===== src/rtl/core/hs_pkg.sv =====
`timescale 1ns / 1ps

package hs_pkg;

    localparam int KEY_W       = 31;
    localparam int MODE_W      = 2;
    localparam int STATUS_W    = 2;
    localparam int BUCKET_W    = 4;
    localparam int BUCKETS_DEF = 13;
    localparam int WAYS_DEF    = 4;

    typedef enum logic [MODE_W-1:0] {
        MODE_SEARCH = 2'd0,
        MODE_INSERT = 2'd1,
        MODE_DELETE = 2'd2
    } hs_mode_t;

    typedef enum logic [STATUS_W-1:0] {
        ST_DONE    = 2'd0,
        ST_PRESENT = 2'd1,
        ST_ABSENT  = 2'd2,
        ST_FULL    = 2'd3
    } hs_status_t;

    typedef enum logic [1:0] {
        S_IDLE = 2'd0,
        S_MOD  = 2'd1,
        S_CMP  = 2'd2
    } hs_state_t;

endpackage


===== src/rtl/core/hs_req_if.sv =====
`timescale 1ns / 1ps

interface hs_req_if;
    logic                     valid;
    logic                     ready;
    logic [hs_pkg::MODE_W-1:0] mode;
    logic [hs_pkg::KEY_W-1:0]  key;

    modport source (output valid, output mode, output key, input ready);
    modport sink   (input valid, input mode, input key, output ready);
endinterface


===== src/rtl/core/hs_rsp_if.sv =====
`timescale 1ns / 1ps

interface hs_rsp_if;
    logic                       valid;
    logic                       ready;
    logic                       found;
    logic [hs_pkg::STATUS_W-1:0] status;
    logic [hs_pkg::BUCKET_W-1:0] bucket;

    modport source (output valid, output found, output status, output bucket, input ready);
    modport sink   (input valid, input found, input status, input bucket, output ready);
endinterface


===== src/rtl/core/chained_hash_set_top.sv =====
`timescale 1ns / 1ps
// From request transaction to response valid: a two-step reciprocal key remainder,
// one bucket row read, one compare and write-back (held while a response stalls).
// Requests are taken one at a time; ready is high in the idle state only.
// A finished response waits in its output register while the next request runs.
// Reset (rst_n, asynchronous, active low) clears all slot valid bits at once;
// no clearing pass is needed. Key storage is undefined until written.
module chained_hash_set_top #(
    parameter int BUCKETS = hs_pkg::BUCKETS_DEF,
    parameter int WAYS    = hs_pkg::WAYS_DEF
) (
    input  logic      clk,
    input  logic      rst_n,
    hs_req_if.sink    req,
    hs_rsp_if.source  rsp
);

    localparam int BW    = BUCKETS > 1 ? $clog2(BUCKETS) : 1;
    localparam int KW    = hs_pkg::KEY_W;
    localparam int ROW_W = WAYS * KW;

    hs_pkg::hs_state_t  state_reg, state_next;
    logic [hs_pkg::MODE_W-1:0] mode_reg, mode_next;
    logic [KW-1:0]      key_reg, key_next;
    logic [BW-1:0]      bucket_reg, bucket_next;
    logic [WAYS-1:0]    valid_reg [BUCKETS];

    logic               rsp_valid_reg, rsp_valid_next;
    logic               found_reg, found_next;
    logic [hs_pkg::STATUS_W-1:0] status_reg, status_next;
    logic [hs_pkg::BUCKET_W-1:0] rbucket_reg, rbucket_next;

    logic               mod_start;
    logic               mod_done;
    logic [BW-1:0]      mod_rem;

    logic               ram_we;
    logic               ram_re;
    logic [ROW_W-1:0]   row_rd;
    logic [ROW_W-1:0]   row_wr;

    logic [WAYS-1:0]    vrow;
    logic [WAYS-1:0]    hit;
    logic [WAYS-1:0]    free_vec;
    logic [WAYS-1:0]    free_oh;
    logic [WAYS-1:0]    vrow_new;
    logic               commit;
    logic               valid_we;
    logic               hit_any;
    logic               full;
    logic [BW+3:0]      bucket_ext;

    hs_mod_unit #(
        .BUCKETS (BUCKETS)
    ) u_mod (
        .clk   (clk),
        .rst_n (rst_n),
        .start (mod_start),
        .key   (req.key),
        .done  (mod_done),
        .rem   (mod_rem)
    );

    hs_ram #(
        .WIDTH (ROW_W),
        .DEPTH (BUCKETS)
    ) u_ram (
        .clk   (clk),
        .we    (ram_we),
        .waddr (bucket_reg),
        .wdata (row_wr),
        .re    (ram_re),
        .raddr (mod_rem),
        .rdata (row_rd)
    );

    assign req.ready = (state_reg == hs_pkg::S_IDLE);
    assign mod_start = req.valid && req.ready;
    assign ram_re    = (state_reg == hs_pkg::S_MOD) && mod_done;

    // Parallel compare over the bucket row
    assign vrow = valid_reg[bucket_reg];

    always_comb
    begin
        for (int w = 0; w < WAYS; w++)
        begin
            hit[w] = vrow[w] && (row_rd[w*KW +: KW] == key_reg);
        end
    end

    assign hit_any  = |hit;
    assign free_vec = ~vrow;
    assign free_oh  = free_vec & (~free_vec + WAYS'(1));
    assign full     = &vrow;

    always_comb
    begin
        for (int w = 0; w < WAYS; w++)
        begin
            row_wr[w*KW +: KW] = free_oh[w] ? key_reg : row_rd[w*KW +: KW];
        end
    end

    assign bucket_ext = {4'b0000, bucket_reg};
    assign commit     = (state_reg == hs_pkg::S_CMP) && (!rsp_valid_reg || rsp.ready);

    always_comb
    begin
        state_next     = state_reg;
        mode_next      = mode_reg;
        key_next       = key_reg;
        bucket_next    = bucket_reg;
        rsp_valid_next = rsp_valid_reg;
        found_next     = found_reg;
        status_next    = status_reg;
        rbucket_next   = rbucket_reg;
        ram_we         = 1'b0;
        valid_we       = 1'b0;
        vrow_new       = vrow;

        if (rsp_valid_reg && rsp.ready)
        begin
            rsp_valid_next = 1'b0;
        end

        case (state_reg)
            hs_pkg::S_IDLE:
            begin
                if (mod_start)
                begin
                    mode_next  = req.mode;
                    key_next   = req.key;
                    state_next = hs_pkg::S_MOD;
                end
            end
            hs_pkg::S_MOD:
            begin
                if (mod_done)
                begin
                    bucket_next = mod_rem;
                    state_next  = hs_pkg::S_CMP;
                end
            end
            hs_pkg::S_CMP:
            begin
                if (commit)
                begin
                    rsp_valid_next = 1'b1;
                    found_next     = hit_any;
                    rbucket_next   = bucket_ext[3:0];
                    state_next     = hs_pkg::S_IDLE;
                    case (hs_pkg::hs_mode_t'(mode_reg))
                        hs_pkg::MODE_INSERT:
                        begin
                            if (hit_any)
                            begin
                                status_next = hs_pkg::ST_PRESENT;
                            end
                            else if (full)
                            begin
                                status_next = hs_pkg::ST_FULL;
                            end
                            else
                            begin
                                status_next = hs_pkg::ST_DONE;
                                ram_we      = 1'b1;
                                valid_we    = 1'b1;
                                vrow_new    = vrow | free_oh;
                            end
                        end
                        hs_pkg::MODE_DELETE:
                        begin
                            if (hit_any)
                            begin
                                status_next = hs_pkg::ST_DONE;
                                valid_we    = 1'b1;
                                vrow_new    = vrow & ~hit;
                            end
                            else
                            begin
                                status_next = hs_pkg::ST_ABSENT;
                            end
                        end
                        default:
                        begin
                            status_next = hit_any ? hs_pkg::ST_DONE : hs_pkg::ST_ABSENT;
                        end
                    endcase
                end
            end
            default:
            begin
                state_next = hs_pkg::S_IDLE;
            end
        endcase
    end

    always_ff @(posedge clk or negedge rst_n)
    begin
        if (!rst_n)
        begin
            state_reg     <= hs_pkg::S_IDLE;
            rsp_valid_reg <= 1'b0;
            for (int b = 0; b < BUCKETS; b++)
            begin
                valid_reg[b] <= '0;
            end
        end
        else
        begin
            state_reg     <= state_next;
            rsp_valid_reg <= rsp_valid_next;
            if (valid_we)
            begin
                valid_reg[bucket_reg] <= vrow_new;
            end
        end
    end

    always_ff @(posedge clk)
    begin
        mode_reg    <= mode_next;
        key_reg     <= key_next;
        bucket_reg  <= bucket_next;
        found_reg   <= found_next;
        status_reg  <= status_next;
        rbucket_reg <= rbucket_next;
    end

    assign rsp.valid  = rsp_valid_reg;
    assign rsp.found  = found_reg;
    assign rsp.status = status_reg;
    assign rsp.bucket = rbucket_reg;

endmodule


===== src/rtl/core/hs_ram.sv =====
`timescale 1ns / 1ps

module hs_ram #(
    parameter int WIDTH = 32,
    parameter int DEPTH = 16
) (
    input  logic                                 clk,
    input  logic                                 we,
    input  logic [(DEPTH > 1 ? $clog2(DEPTH) : 1)-1:0] waddr,
    input  logic [WIDTH-1:0]                     wdata,
    input  logic                                 re,
    input  logic [(DEPTH > 1 ? $clog2(DEPTH) : 1)-1:0] raddr,
    output logic [WIDTH-1:0]                     rdata
);

    logic [WIDTH-1:0] mem [DEPTH];

    always_ff @(posedge clk)
    begin
        if (we)
        begin
            mem[waddr] <= wdata;
        end
        if (re)
        begin
            rdata <= mem[raddr];
        end
    end

endmodule


===== src/rtl/core/hs_mod_unit.sv =====
`timescale 1ns / 1ps

// Remainder by reciprocal multiplication: product on start, then one
// multiply-back and subtract.
module hs_mod_unit #(
    parameter int BUCKETS = hs_pkg::BUCKETS_DEF
) (
    input  logic                                        clk,
    input  logic                                        rst_n,
    input  logic                                        start,
    input  logic [hs_pkg::KEY_W-1:0]                    key,
    output logic                                        done,
    output logic [(BUCKETS > 1 ? $clog2(BUCKETS) : 1)-1:0] rem
);

    localparam int BW = BUCKETS > 1 ? $clog2(BUCKETS) : 1;
    localparam int KW = hs_pkg::KEY_W;
    localparam int RW = 32;
    localparam int PW = KW + RW;
    localparam int SH = KW + $clog2(BUCKETS);
    localparam logic [RW-1:0] RECIP =
        RW'(((64'd1 << SH) + 64'(BUCKETS) - 64'd1) / 64'(BUCKETS));

    logic             busy_reg, busy_next;
    logic             done_reg, done_next;
    logic [KW-1:0]    key_reg, key_next;
    logic [PW-1:0]    prod_reg, prod_next;
    logic [BW-1:0]    rem_reg, rem_next;
    logic [PW-SH-1:0] quot;
    logic [KW-1:0]    diff;

    assign quot = prod_reg[PW-1:SH];
    assign diff = key_reg - KW'(quot) * KW'(BUCKETS);

    always_comb
    begin
        busy_next = busy_reg;
        done_next = 1'b0;
        key_next  = key_reg;
        prod_next = prod_reg;
        rem_next  = rem_reg;
        if (start)
        begin
            busy_next = 1'b1;
            key_next  = key;
            prod_next = PW'(key) * PW'(RECIP);
        end
        else if (busy_reg)
        begin
            busy_next = 1'b0;
            done_next = 1'b1;
            rem_next  = diff[BW-1:0];
        end
    end

    always_ff @(posedge clk or negedge rst_n)
    begin
        if (!rst_n)
        begin
            busy_reg <= 1'b0;
            done_reg <= 1'b0;
        end
        else
        begin
            busy_reg <= busy_next;
            done_reg <= done_next;
        end
    end

    always_ff @(posedge clk)
    begin
        key_reg  <= key_next;
        prod_reg <= prod_next;
        rem_reg  <= rem_next;
    end

    assign done = done_reg;
    assign rem  = rem_reg;

endmodule


===== src/flat_wrapper.sv =====
// flat-port wrapper written by rule: the top's interface ports become plain ports
module chained_hash_set_top_flat 
#(
    parameter int BUCKETS = hs_pkg::BUCKETS_DEF,
    parameter int WAYS    = hs_pkg::WAYS_DEF
)
  (clk, rst_n, req_valid, req_mode, req_key, req_ready, rsp_valid, rsp_found, rsp_status, rsp_bucket, rsp_ready);
  hs_req_if req_i ();
  hs_rsp_if rsp_i ();
  input  logic clk;
  input  logic rst_n;
  input wire logic [$bits(req_i.valid)-1:0] req_valid;
  input wire logic [$bits(req_i.mode)-1:0] req_mode;
  input wire logic [$bits(req_i.key)-1:0] req_key;
  output wire logic [$bits(req_i.ready)-1:0] req_ready;
  output wire logic [$bits(rsp_i.valid)-1:0] rsp_valid;
  output wire logic [$bits(rsp_i.found)-1:0] rsp_found;
  output wire logic [$bits(rsp_i.status)-1:0] rsp_status;
  output wire logic [$bits(rsp_i.bucket)-1:0] rsp_bucket;
  input wire logic [$bits(rsp_i.ready)-1:0] rsp_ready;
  assign req_i.valid = req_valid;
  assign req_i.mode = req_mode;
  assign req_i.key = req_key;
  assign req_ready = req_i.ready;
  assign rsp_valid = rsp_i.valid;
  assign rsp_found = rsp_i.found;
  assign rsp_status = rsp_i.status;
  assign rsp_bucket = rsp_i.bucket;
  assign rsp_i.ready = rsp_ready;
  chained_hash_set_top #(.BUCKETS(BUCKETS), .WAYS(WAYS)) u_core (.clk(clk), .rst_n(rst_n), .req(req_i), .rsp(rsp_i));
endmodule

===== config.mk =====
export PLATFORM = sky130hd
export DESIGN_NAME = chained_hash_set_top_flat
export DESIGN_NICKNAME = d
export VERILOG_FILES = /design/src/rtl/core/hs_pkg.sv /design/src/rtl/core/hs_req_if.sv /design/src/rtl/core/hs_rsp_if.sv /design/src/rtl/core/chained_hash_set_top.sv /design/src/rtl/core/hs_ram.sv /design/src/rtl/core/hs_mod_unit.sv /design/src/flat_wrapper.sv
export SDC_FILE = /design/constraint.sdc
export NUM_CORES = 2
export LEC_CHECK = 0
export BUFFER_PORTS_ARGS = -buffer_cell sky130_fd_sc_hd__buf_2
export CORE_MARGIN = 2
export CORE_UTILIZATION = 40
export CTS_CLUSTER_SIZE = 28
export DETAILED_ROUTE_END_ITERATION = 12
export PLACE_DENSITY = 0.59
export SYNTH_ARGS = -nofsm -noshare
export SYNTH_HDL_FRONTEND = slang
export SYNTH_SLANG_ARGS = --single-unit

===== constraint.sdc =====
create_clock -name clk -period 10.6 [get_ports clk]
set_input_delay 3.18 -clock clk [delete_from_list [all_inputs] [get_ports clk]]
set_output_delay 3.18 -clock clk [all_outputs]
set_load 0.01 [all_outputs]

-- Word level (Yosys, flattened, before mapping)
Memories as Yosys holds them, arrays and structs flattened. A register that Yosys moved wholly into a read port is not among the register bits.
Cells that the tools add are included.
- bits in registers: 171
- memory bits (writable): 1612
- output and inout bits: 9
- memories: 1
- memories (memory ; depth ; width ; read ports ; clocked after memory_dff ; wr ports ; line ; source):
    u_core.u_ram.mem ; 13 ; 124 ; 1 ; 1 ; 1 ; hs_ram.sv:16 ; logic [WIDTH-1:0] mem [DEPTH];
- add/subtract/negate cells: 2
- multipliers: 2
- order comparisons: 2
- eq/ne operators: 11
- mux-type cells: 41
- bitwise logic cells: 8
- reductions and logical operators: 19
- operator list (operator ; number):
    equality test 31 bit ; 4
    two-way mux 31 bit ; 4
    multiplier 31 x 31 -> 62 bit, second input constant ; 1
    bitwise mux 52 bit ; 1
    two-way mux 4 bit ; 8
    multiplier 28 x 4 -> 4 bit, second input constant ; 1
    binary-select mux 4 bit (select 4 bit) ; 1
    demux 4 bit (select 4 bit) ; 1
    two-way mux 1 bit ; 16
    two-way mux 2 bit ; 7
    inverter 4 bit ; 3
    logical AND 1 bit ; 9
    bitwise AND 4 bit ; 2
    one-hot mux 4 bit (2 select lines) ; 1
    AND reduction 2 bit ; 4
    one-hot mux 2 bit (3 select lines) ; 1
    greater-or-equal comparator 5 bit, second input constant ; 1
    < comparator 5 x 1 -> 1 bit, second input constant ; 1
    inverter 4 -> 5 bit ; 1
    adder 4 x 1 -> 4 bit, second input constant ; 1
    equality test 2 x 1 -> 1 bit, second input constant ; 2
    equality test 2 bit, second input constant ; 2
    != test 2 bit, second input constant ; 2
    bitwise OR 4 bit ; 1
    other kinds (10) ; 10

-- Longest topological paths before layout
- depth after elaboration: 15
- gate-level depth with buffers: 23
- mapped depth without buffers: 23

-- Cells and area by module
From an unflattened synthesis, not the netlist that was laid out.
- cell total of the unflattened synthesis: 4293
- area, all modules: 82268.9 um^2
- modules (own cells, without submodules) (module ; times used ; cells an instance ; area an instance (um^2) ; sequential area each (um^2)):
    hs_ram ; 1 ; 2643 ; 64094.0 ; 52130.0
    hs_mod_unit ; 1 ; 1039 ; 10656.5 ; 410.4
    chained_hash_set_top ; 1 ; 611 ; 7518.5 ; 2697.6

-- Worst setup path before layout
Ideal clock, no wire load.
- kind: in2reg
- start: input port rsp_ready
- end: memory u_core.u_ram.mem[0][0] in the netlist's numbering (enable)
- setup time: 0.758 ns
- arrival: 12.535 ns
- required time: 9.842 ns
- setup slack: -2.693 ns
- stages on the path: 5
- path through: nand2b_1 -> nor2b_1 -> and2_1 -> nand3_1 -> nor3_1
- longest elaborated chain between the ends: 6
- RTL lines (item ; line ; source):
    start: declaration ; flat_wrapper.sv:20 ; input wire logic [$bits(rsp_i.ready)-1:0] rsp_ready;
    logical OR 1 bit ; chained_hash_set_top.sv:106 ; assign commit = (state_reg == hs_pkg::S_CMP) && (!rsp_valid_reg || rsp.ready);
    logical AND 1 bit ; chained_hash_set_top.sv:106 ;
    two-way mux 1 bit ; chained_hash_set_top.sv:147 ; if (commit)
    two-way mux 1 bit ; chained_hash_set_top.sv:127 ; case (state_reg)
    two-way mux 1 bit ; hs_ram.sv:20 ; if (we)
    two-way mux 1 bit (implied by the code) ; hs_ram.sv:22 ; mem[waddr] <= wdata;
    end: declaration ; hs_ram.sv:16 ;
No other way between the ends.

-- Final worst setup path
- start: input port req_key[3]
- end: register u_core.u_mod.prod_reg[37], data pin
- longest elaborated chain between the ends: 1
- RTL lines (item ; line ; source):
    start: declaration ; flat_wrapper.sv:14 ; input wire logic [$bits(req_i.key)-1:0] req_key;
    multiplier 31 x 31 -> 62 bit ; hs_mod_unit.sv:46 ; prod_next = PW'(key) * PW'(RECIP);
    end signal: assignment ; hs_mod_unit.sv:73 ; prod_reg <= prod_next;
    end: declaration ; hs_mod_unit.sv:27 ; logic [PW-1:0] prod_reg, prod_next;
No other way between the ends.
A chain may end at the register's enable or synchronous reset.

==> flow_metrics.env <==
export IMPL_status="finished clean"
export IMPL_num_rows=166
export IMPL_worst_endpoint_required_ns=11.16
export IMPL_yosys_warnings=0
export IMPL_start_util_pct=40.27
export IMPL_drtIter0Drc=3815
export IMPL_setup_viol=0
export IMPL_io_pins=46
export IMPL_dp_hpwl_um=111900
export IMPL_cellPowerDensity_nw_per_um2=275.5
export IMPL_tightest_slew_ns=1.210
export IMPL_wl_per_cell_um=28.16
export IMPL_gp_congestion=0.8220
export IMPL_ant_nets=0
export IMPL_worstSkewPairLatency_ns=0.84
export IMPL_hold_path_class="reg2reg"
export IMPL_fin_crit_sh_pct=83.14
export IMPL_cts_setup_buffers=0
export IMPL_drive_above_1_share_pct=22.97
export IMPL_vias=39470
export IMPL_place_ws_ns=0.9957
export IMPL_clk_pin_slew_worst_paths_ns=0.06
export IMPL_p_leak_uw=0.03140
export IMPL_clockBufferDepth=3
export IMPL_grt_max_degree=158
export IMPL_core_area_um2=204800
export IMPL_cts_buffers=189
export IMPL_clock_skew_ns=0.04648
export IMPL_htreeDepth=4
export IMPL_period_needed_ns=8.812
export IMPL_finalWirelength_um=201700
export IMPL_hold_viol=0
export IMPL_peakVddDrop_mv=0.4708
export IMPL_grt_pass1_wl_um=293900
export IMPL_synthTopCellsByArea="edfxtp_1 65%, mux4_2 12%, fa_1 5.9%, ha_1 3.5%, dfrtp_1 1.7%"
export IMPL_largest_register_ffs=1612
export IMPL_die_height_um=458.0
export IMPL_drv_cap=0
export IMPL_async_flop_share_pct=3.089
export IMPL_portBuffers=45
export IMPL_slew_headroom_pct=19.31
export IMPL_cts_resized=0
export IMPL_slew_violations=0
export IMPL_total_power_uw=25420
export IMPL_cts_tree="built"
export IMPL_antenna_found_initial=3
export IMPL_vias_per_cell=5.509
export IMPL_setup_ws_ns=1.788
export IMPL_nets=4834
export IMPL_synthCells=4213
export IMPL_postSynthNetCount=4723
export IMPL_critical_path_peak_fanout=10
export IMPL_tns_ns=0
export IMPL_start_kind="primary input"
export IMPL_die_x_um=458.0
export IMPL_cts_hold_buf=0
export IMPL_grt_usage_pct=19.29
export IMPL_endpoint_kind="register"
export IMPL_die_area_um2=209800
export IMPL_first_pass_iters=5
export IMPL_rsz0062_at_grt="no"
export IMPL_fmax_mhz=113.5
export IMPL_cts_root_buf="clkbuf_16"
export IMPL_overflow=0
export IMPL_synth_distinct_cells=67
export IMPL_critPathKind="in2reg"
export IMPL_first_global_vias=41340
export IMPL_post_route_drc_count=0
export IMPL_synth_edf_count=1788
export IMPL_synth_top_cell_area_share_pct=65.11
export IMPL_worstPathArrival_ns=9.37
export IMPL_netlist_area_um2=82460
export IMPL_cts_sinks=1845
export IMPL_synthFlopType="edfxtp_1"
export IMPL_synth_seq_area_share_pct=66.84
export IMPL_yosysTopAreaCell="edfxtp_1"
export IMPL_syn_avg_cell_area_um2=19.57
export IMPL_ys_ff_latch=1845
export IMPL_area_delta_synth_final_pct=11.89
-- where the power goes --
| group | leakage (uW) | switching, uW | internal [uW] |
|---|---|---|---|
| logic | 0.0115 | 5660 | 4330 |
| registers | 0.0169 | 155 | 8570 |
| clock network | 0.00302 | 2820 | 3870 |
-- layout by cell type (no fill, tap or decap), types with 13 or more instances in the layout --
cell type	Yosys	layout
a211oi_1	73	73
a21oi_1	89	89
buf_12	3	14
buf_2	38	45
buf_4	1	62
bufinv_16	0	22
clkbuf_1	108	42
clkbuf_16	0	192
clkinv_1	0	40
clkinv_2	0	25
dfrtp_1	57	57
edfxtp_1	1788	1788
fa_1	245	245
ha_1	228	228
inv_1	364	364
mux2_2	121	121
mux2_4	42	42
mux2i_1	95	95
mux2i_4	13	13
mux4_2	425	425
nand2_1	20	18
nand4_1	42	42
nor2_1	28	18
nor2b_1	81	80
nor4_1	16	16
o21ai_0	16	14
xnor2_1	109	109
xor2_1	50	50
-- cell usage after synthesis, types with 3 or more instances --
master,instances
edfxtp_1,1788
mux4_2,425
inv_1,364
fa_1,245
ha_1,228
mux2_2,121
xnor2_1,109
clkbuf_1,108
mux2i_1,95
a21oi_1,89
nor2b_1,81
a211oi_1,73
dfrtp_1,57
xor2_1,50
buf_1,45
mux2_4,42
nand4_1,42
buf_2,38
nor2_1,28
nand2_1,20
nor4_1,16
o21ai_0,16
mux2i_4,13
mux2_1,10
nand3_1,10
o22ai_1,10
a21o_1,8
nand2b_1,7
buf_6,6
nand4_4,6
nor3_1,6
o21a_1,5
and2_1,4
a41o_1,3
and3_1,3
buf_12,3
or3b_4,3
-- metal layers --
layer | wire length [um] | GRT usage (%) | up-vias
met4 | 3084 | 3.986 | 0
met3 | 10110 | 2.523 | 204
met2 | 100300 | 32.01 | 1052
met1 | 88230 | 27.38 | 21570
li1 | - | - | 16640
met5 | 0 | 0 | -
-- kinds of logic after synthesis --
family | after synthesis | synth area share [%]
AO/OA/AOI/OAI | 225 | 1.792
adder cells (fa/ha/maj) | 473 | 9.407
AND/OR/NAND/NOR | 240 | 1.854
buffers and inverters | 565 | 2.748
multiplexers | 706 | 15.67
XOR/XNOR | 159 | 1.689
flip-flops | 1845 | 66.84
-- area by class of cell --
type	count	area [um^2]
Fill cell	17410	112500
Sequential cell	1845	55120
Multi-Input combinational cell	1803	25200
Clock buffer	234	4962
Tap cell	2688	3363
Inverter	364	1366
Clock inverter	108	1277
Timing Repair Buffer	121	970.9
Antenna cell	1	2.502
-- critical path, stage by stage --
cell      delay [ns]
buf_2           0.21
fa_1            0.55
fa_1            0.56
inv_1           0.05
fa_1            0.62
inv_1           0.08
fa_1            0.38
fa_1            0.53
fa_1            0.44
fa_1            0.50
inv_1           0.06
fa_1            0.48
inv_1           0.05
ha_1            0.31
and4_1          0.25
a21oi_1         0.17
o21a_1          0.17
o211ai_1        0.10
o221a_2         0.27
o21a_1          0.19
nor2_1          0.15
xnor2_1         0.08
-- path summary, 6_finish.rpt --
path                                      start                        end  slack (ns)  cells past startpoint
setup / recovery                     req_key[3]  u_core.u_mod.prod_reg[37]        1.79                     22
hold / removal             u_core.valid_reg[31]       u_core.valid_reg[31]        0.49                      1
setup reg to reg           u_core.bucket_reg[1]    u_core.u_ram.mem[8][69]        4.39                     11
hold reg to reg            u_core.valid_reg[31]       u_core.valid_reg[31]        0.49                      1
max in group asynchronous                 rst_n        u_core.valid_reg[8]        7.61                      2
min in group asynchronous                 rst_n       u_core.valid_reg[32]        2.50                      2
-- metrics by stage --
stage               cells  area [um^2]  hold slack, ns  util [%]
finish               7164        92260          0.4877     45.05
global route         7164        92260          0.5127     45.05
CTS                  7163        92260          0.4923     45.05
detailed placement   6821        86020          0.4786     42.00
global placement     6821        86020          0.4677     42.00
floorplan            4213        82480          0.4244         -
(Power assumes the default switching activity.)
